--- config.mk ---
export PLATFORM = sky130hd
export DESIGN_NAME = djrq_cell
export DESIGN_NICKNAME = d
export VERILOG_FILES = /design/src/rtl/djrq_pkg.sv /design/src/rtl/djrq_cell.sv
export SDC_FILE = /design/constraint.sdc
export NUM_CORES = 1
export LEC_CHECK = 0
export ABC_CLOCK_PERIOD_IN_PS = 4800
export BUFFER_PORTS_ARGS = -buffer_cell sky130_fd_sc_hd__clkbuf_2
export CORE_AREA = 2 2 186 188
export CTS_BUF_LIST = sky130_fd_sc_hd__clkbuf_4 sky130_fd_sc_hd__clkbuf_8
export CTS_CLUSTER_SIZE = 30
export DETAILED_ROUTE_END_ITERATION = 16
export DIE_AREA = 0 0 188 190
export GPL_TIMING_DRIVEN = 0
export HOLD_SLACK_MARGIN = 0.08
export PLACE_DENSITY = 0.56
export SYNTH_ARGS = -nofsm -noshare
export SYNTH_HDL_FRONTEND = slang
export SYNTH_SLANG_ARGS = --single-unit
--- constraint.sdc ---
create_clock -name clock -period 4.8 [get_ports clock]
set_input_delay 0.48 -clock clock [delete_from_list [all_inputs] [get_ports clock]]
set_output_delay 0.48 -clock clock [all_outputs]
set_load 0.02 [all_outputs]
--- src/rtl/djrq_pkg.sv ---
`timescale 1ns / 1ps
// ----------------------------------------------------------------------------
// djrq_pkg
// Shared types, codes and helpers of the disk job reorder queue.
// ----------------------------------------------------------------------------
package djrq_pkg;

   localparam int QueueDepthDef = 32;
   localparam logic [21:0] WbMax = 22'h3FFFFF;

   typedef enum logic [1:0] {
      OP_ENQ   = 2'd0,
      OP_POP   = 2'd1,
      OP_ABORT = 2'd2,
      OP_NONE  = 2'd3
   } opcode_type;

   typedef enum logic [1:0] {
      KIND_READ  = 2'd0,
      KIND_WRITE = 2'd1,
      KIND_OTHER = 2'd2,
      KIND_ALT   = 2'd3
   } kind_type;

   typedef enum logic [2:0] {
      ST_ENQUEUED  = 3'd0,
      ST_FULL      = 3'd1,
      ST_POPPED    = 3'd2,
      ST_EMPTY     = 3'd3,
      ST_ABORTED   = 3'd4,
      ST_NO_ABORT  = 3'd5
   } status_type;

   typedef enum logic [2:0] {
      S_IDLE,
      S_EVAL,
      S_PLACE,
      S_ABORT
   } state_type;

   typedef struct packed {
      logic [1:0]  kind;
      logic [7:0]  prio;
      logic [7:0]  stor;
      logic [19:0] piece;
      logic [21:0] off;
   } key_type;

   typedef struct packed {
      logic [16:0] len;
      logic [15:0] tag;
   } extra_type;

   typedef struct packed {
      key_type   key;
      extra_type extra;
   } entry_type;

   typedef struct packed {
      logic [1:0]  opcode;
      logic [1:0]  job_kind;
      logic [7:0]  priority_req;
      logic [7:0]  storage_id;
      logic [19:0] piece;
      logic [21:0] offset;
      logic [16:0] length;
      logic [15:0] tag;
   } req_payload_type;

   typedef struct packed {
      logic [2:0]  status;
      logic [1:0]  out_kind;
      logic [7:0]  out_priority;
      logic [7:0]  out_storage;
      logic [19:0] out_piece;
      logic [21:0] out_offset;
      logic [16:0] out_length;
      logic [15:0] out_tag;
      logic [21:0] pending_write_bytes;
      logic [5:0]  queue_count;
      logic        last;
   } rsp_payload_type;

   // shift control of one cell
   typedef struct packed {
      logic load_new;
      logic from_prev;
      logic from_next;
   } cell_ctrl_type;

   // compare results of one cell against the job under work
   typedef struct packed {
      logic hit;
      logic conflict;
      logic sdiff;
      logic abort_hit;
   } cell_flag_type;

   function automatic rsp_payload_type mk_rsp(input status_type st, input entry_type e,
                                              input logic with_job, input logic [21:0] wb,
                                              input logic [5:0] cnt, input logic last);
      rsp_payload_type r;
      r = '0;
      r.status = st;
      if (with_job) begin
         r.out_kind     = e.key.kind;
         r.out_priority = e.key.prio;
         r.out_storage  = e.key.stor;
         r.out_piece    = e.key.piece;
         r.out_offset   = e.key.off;
         r.out_length   = e.extra.len;
         r.out_tag      = e.extra.tag;
      end
      r.pending_write_bytes = wb;
      r.queue_count = cnt;
      r.last = last;
      return r;
   endfunction

endpackage

--- src/rtl/djrq_cell.sv ---
`timescale 1ns / 1ps
// ----------------------------------------------------------------------------
// djrq_cell
// One queue slot: holds a job, shifts with its neighbors, compares to a job.
// ----------------------------------------------------------------------------
module djrq_cell (
   input  logic                     clock,
   input  djrq_pkg::cell_ctrl_type  ctrl,
   input  djrq_pkg::entry_type      prev_entry,
   input  djrq_pkg::entry_type      next_entry,
   input  djrq_pkg::entry_type      new_entry,
   input  djrq_pkg::entry_type      cmp_entry,
   output djrq_pkg::entry_type      entry,
   output djrq_pkg::cell_flag_type  flags
);

   djrq_pkg::entry_type entry_ff;
   djrq_pkg::entry_type entry_in;
   logic                ahead;
   logic                overlap;
   logic [22:0]         end_e;
   logic [22:0]         end_k;

   always_comb begin
      entry_in = entry_ff;
      if (ctrl.load_new) begin
         entry_in = new_entry;
      end else if (ctrl.from_prev) begin
         entry_in = prev_entry;
      end else if (ctrl.from_next) begin
         entry_in = next_entry;
      end
   end

   always_ff @(posedge clock) begin
      entry_ff <= entry_in;
   end

   assign entry = entry_ff;

   // higher priority first, so priority compares inverted
   assign ahead = {~entry_ff.key.prio, entry_ff.key.stor, entry_ff.key.piece, entry_ff.key.off}
                < {~cmp_entry.key.prio, cmp_entry.key.stor, cmp_entry.key.piece,
                   cmp_entry.key.off};

   assign end_e = {1'b0, entry_ff.key.off} + 23'(entry_ff.extra.len);
   assign end_k = {1'b0, cmp_entry.key.off} + 23'(cmp_entry.extra.len);
   assign overlap = (entry_ff.key.off <= cmp_entry.key.off && end_e > 23'(cmp_entry.key.off))
                 || (cmp_entry.key.off <= entry_ff.key.off && end_k > 23'(entry_ff.key.off));

   always_comb begin
      flags = '0;
      flags.sdiff = entry_ff.key.stor != cmp_entry.key.stor;
      flags.conflict = entry_ff.key.kind == djrq_pkg::KIND_WRITE && !flags.sdiff
                    && entry_ff.key.piece == cmp_entry.key.piece && overlap;
      flags.abort_hit = entry_ff.key.kind == djrq_pkg::KIND_READ && !flags.sdiff;
      if (cmp_entry.key.kind == djrq_pkg::KIND_READ) begin
         flags.hit = (entry_ff.key.kind == djrq_pkg::KIND_READ && ahead) || flags.conflict;
      end else begin
         flags.hit = entry_ff.key.kind == djrq_pkg::KIND_WRITE && ahead;
      end
   end

endmodule

==> out/qor.csv <==
metric,value,unit
endpoint_kind,output pin,
tritoncts,done,
slew-limit-headroom,31.7,%
gpl_wtd_cong,0.884,
wl_per_cell,19.6,µm
status,"finished, violations left",
fin_nets,2066,
ir_drop,0.157,mV
post_synth_inst_count,1037,
max_freq,0.208,GHz
drt_iter0_markers,426,
p_seq_share,34.2,%
cell_accounting_for_the_most_synthesized_area,sky130_fd_sc_hd__edfxtp_1,
vias_per_cell,4.83,
rsz0062_at_grt,true,
vias,9631,
finalCriticalPeriod,4810,ps
flow.area_growth_from_synthesis,38.8,%
finalSetupViolCount,1,
worstSetupStartpointType,input port,
cts_inserted_buffers,9,
hold_path.class,in2reg,
period_share,100,%
clock_sinks,93,
drt-pass1-iter-count,4,
syn_area_per_cell,9.06,µm²
powerDensity,248,nW/µm²
timing.setup.tns,-5.86,ps
setup.worst_path.class,in2out,
synth_top_cell_area_share,29.7,%
internal_power,1950,µW
grt_first_pass_wirelength,56700,µm
yosys.cell_count.top_type,sky130_fd_sc_hd__ha_1,
layout-drive-gt1-share,35.7,%
ys_types,55,
number_of_synthesized_flops_with_an_enable_pin,93,
tightest_slew,1020,ps
worst_ep_arrival_time,4330,ps
largest_reg_flops,93,
p_leak,0.00673,µW
violations,negative setup slack,
worstPathRequired,4320,ps
yosysWarnings,0,
power_switching_share,39.7,%
floorplan.die_area,35700,µm²
yosys-top-cells-count,"158 x sky130_fd_sc_hd__ha_1, 123 x sky130_fd_sc_hd__o21ai_0, 120 x sky130_fd_sc_hd__nand2_1, 99 x sky130_fd_sc_hd__inv_1",
post_synth_top_flop,sky130_fd_sc_hd__edfxtp_1,
synth-seq-area-share,29.7,%
core_region_area,33900,µm²
globalRouteTotalUtil,21.2,%
final-hold-violation-count,0,
die_width,188,µm
synth.cell_area,9400,µm²
netlist_top_cells_area,"sky130_fd_sc_hd__edfxtp_1 30%, sky130_fd_sc_hd__ha_1 21%, sky130_fd_sc_hd__mux2i_1 9.9%",
grt_start_max_net_pins,66,
worstPathMaxFanout,4,
first_global_vias,9619,
antenna_left,0,
combinationalPowerShare,48.2,%
antenna_found_initial,7,
detailed_place_hpwl,33600,µm
final_max_slew_viol_count,0,
remaining_drc_errors,0,
clock_power_share,17.7,%
initial_core_utilization,27.7,%
cts.path.max_buffers,2,
fin_ws,-5.86,ps
die_height,190,µm
global_route.overflow_total,0,
cts.htree.levels,3,
postSynthRegisterBits,93,
clkSlewWorstSetupHoldPaths,110,ps
synth_async_sr_flop_share,0,%
power.net_switching,1280,µW
total_power,3230,µW
synthesized_netlist_net_count,1573,
portBuffers,454,
rows,68,
wirelength,39100,µm
cts_root_buf,sky130_fd_sc_hd__clkbuf_8,
floorplan.io_pins,473,
max_cap_viol,0,
-- power by group through the flow --
stage,registers [µW],clock network (µW),logic [µW]
after floorplan,1200,0,820
after CTS,1100,590,1540
after global routing,1110,613,1730
after detailed placement,1120,0,1440
after global placement,1130,0,1410
final,1100,570,1560
-- area by class of cell --
| cell class | count | area, µm² |
|---|---|---|
| Antenna cell | 4 | 10.0 |
| Buffer | 32 | 120 |
| Clock buffer | 10 | 131 |
| Clock inverter | 6 | 62.6 |
| Fill cell | 3511 | 20900 |
| Inverter | 99 | 372 |
| Multi-Input combinational cell | 812 | 6410 |
| Sequential cell | 93 | 2790 |
| Tap cell | 455 | 569 |
| Timing Repair Buffer | 483 | 2580 |
-- metal layers --
metal	track usage, %	vias to the layer above	wire [µm]
met5	0	-	27
met4	5.60	4	603
met3	4.48	35	2350
met1	26.5	4516	16800
met2	37.0	314	19400
li1	-	4762	-
-- path summary, 6_finish.rpt --
| path | to | slack, ps | cells after the start | start |
|---|---|---|---|---|
| max | flags[3] | -6 | 22 | cmp_entry[33] |
| min | entry[57]$_DFFE_PP_ | 350 | 3 | new_entry[57] |
-- worst max-delay path: stages --
cell and delay, ps:
sky130_fd_sc_hd__buf_8 110, sky130_fd_sc_hd__ha_4 160, sky130_fd_sc_hd__inv_2 60, sky130_fd_sc_hd__fa_2 220, sky130_fd_sc_hd__inv_2 30, sky130_fd_sc_hd__a21o_1 210, sky130_fd_sc_hd__a211oi_4 340, sky130_fd_sc_hd__buf_4 190
sky130_fd_sc_hd__o311ai_4 90, sky130_fd_sc_hd__a21o_1 200, sky130_fd_sc_hd__a21oi_1 160, sky130_fd_sc_hd__xnor2_1 150, sky130_fd_sc_hd__ha_1 270, sky130_fd_sc_hd__nand4_1 140, sky130_fd_sc_hd__nor2_1 80, sky130_fd_sc_hd__a2111oi_2 280
sky130_fd_sc_hd__o21ai_1 130, sky130_fd_sc_hd__o21ai_2 220, sky130_fd_sc_hd__a21bo_4 260, sky130_fd_sc_hd__a211oi_4 310, sky130_fd_sc_hd__o31ai_2 90, sky130_fd_sc_hd__buf_4 160
-- timing repair --
action / in CTS / in global routing
hold buffers: 0 / 0
buffers inserted: 20 / 9
pin swaps: 31 / 26
resized for setup: 49 / 38
endpoints found under the setup margin: 2 / 2
-- kinds of logic after synthesis --
kind of cell | Yosys count | share of synthesized area [%]
xor gates and xnor gates | 39 | 3.63
AOI/OAI and AO/OA | 281 | 18.2
DFF | 93 | 29.7
and+or+nand+nor | 239 | 11.8
buffers and inverters | 132 | 5.27
adders and majority gates | 160 | 21.5
muxes | 93 | 9.91
-- placed cells by master (no fill, tap or decap), drive strengths merged, types with 4 or more instances in the layout --
| cell type | synthesis | routed |
|---|---|---|
| nand2b | 8 | 8 |
| inv | 99 | 100 |
| a2111oi | 4 | 4 |
| or3 | 4 | 4 |
| a211o | 5 | 5 |
| clkbuf | 28 | 480 |
| edfxtp | 93 | 93 |
| mux2i | 93 | 93 |
| o21bai | 7 | 7 |
| and3 | 5 | 5 |
| o211ai | 6 | 6 |
| buf | 5 | 45 |
| nand2 | 120 | 120 |
| nor2 | 33 | 33 |
| nand4 | 24 | 24 |
| xor2 | 6 | 6 |
| nor2b | 10 | 10 |
| or2 | 5 | 5 |
| ha | 158 | 158 |
| nor3 | 12 | 12 |
| a21o | 33 | 33 |
| nand3 | 8 | 8 |
| diode | 0 | 4 |
| and4 | 5 | 5 |
| o31ai | 4 | 4 |
| o21a | 7 | 7 |
| o21ai | 131 | 131 |
| a21oi | 56 | 56 |
| xnor2 | 33 | 33 |
| a211oi | 13 | 13 |
-- per-stage QoR --
| stage | utilization [%] | hold WS [ps] | cell area [µm²] | std cells | setup slack [ps] |
|---|---|---|---|---|---|
| detailed placement | 36.1 | 761 | 12300 | 1947 | -814 |
| global placement | 36.1 | 760 | 12200 | 1946 | -809 |
| global route | 38.4 | 353 | 13000 | 1992 | -214 |
| finish | 38.4 | 355 | 13000 | 1994 | -5.86 |
| floorplan | - | 667 | 9400 | 1037 | 294 |
| CTS | 38.0 | 332 | 12900 | 1982 | -29.5 |
Power figures use the tool's default switching activity.
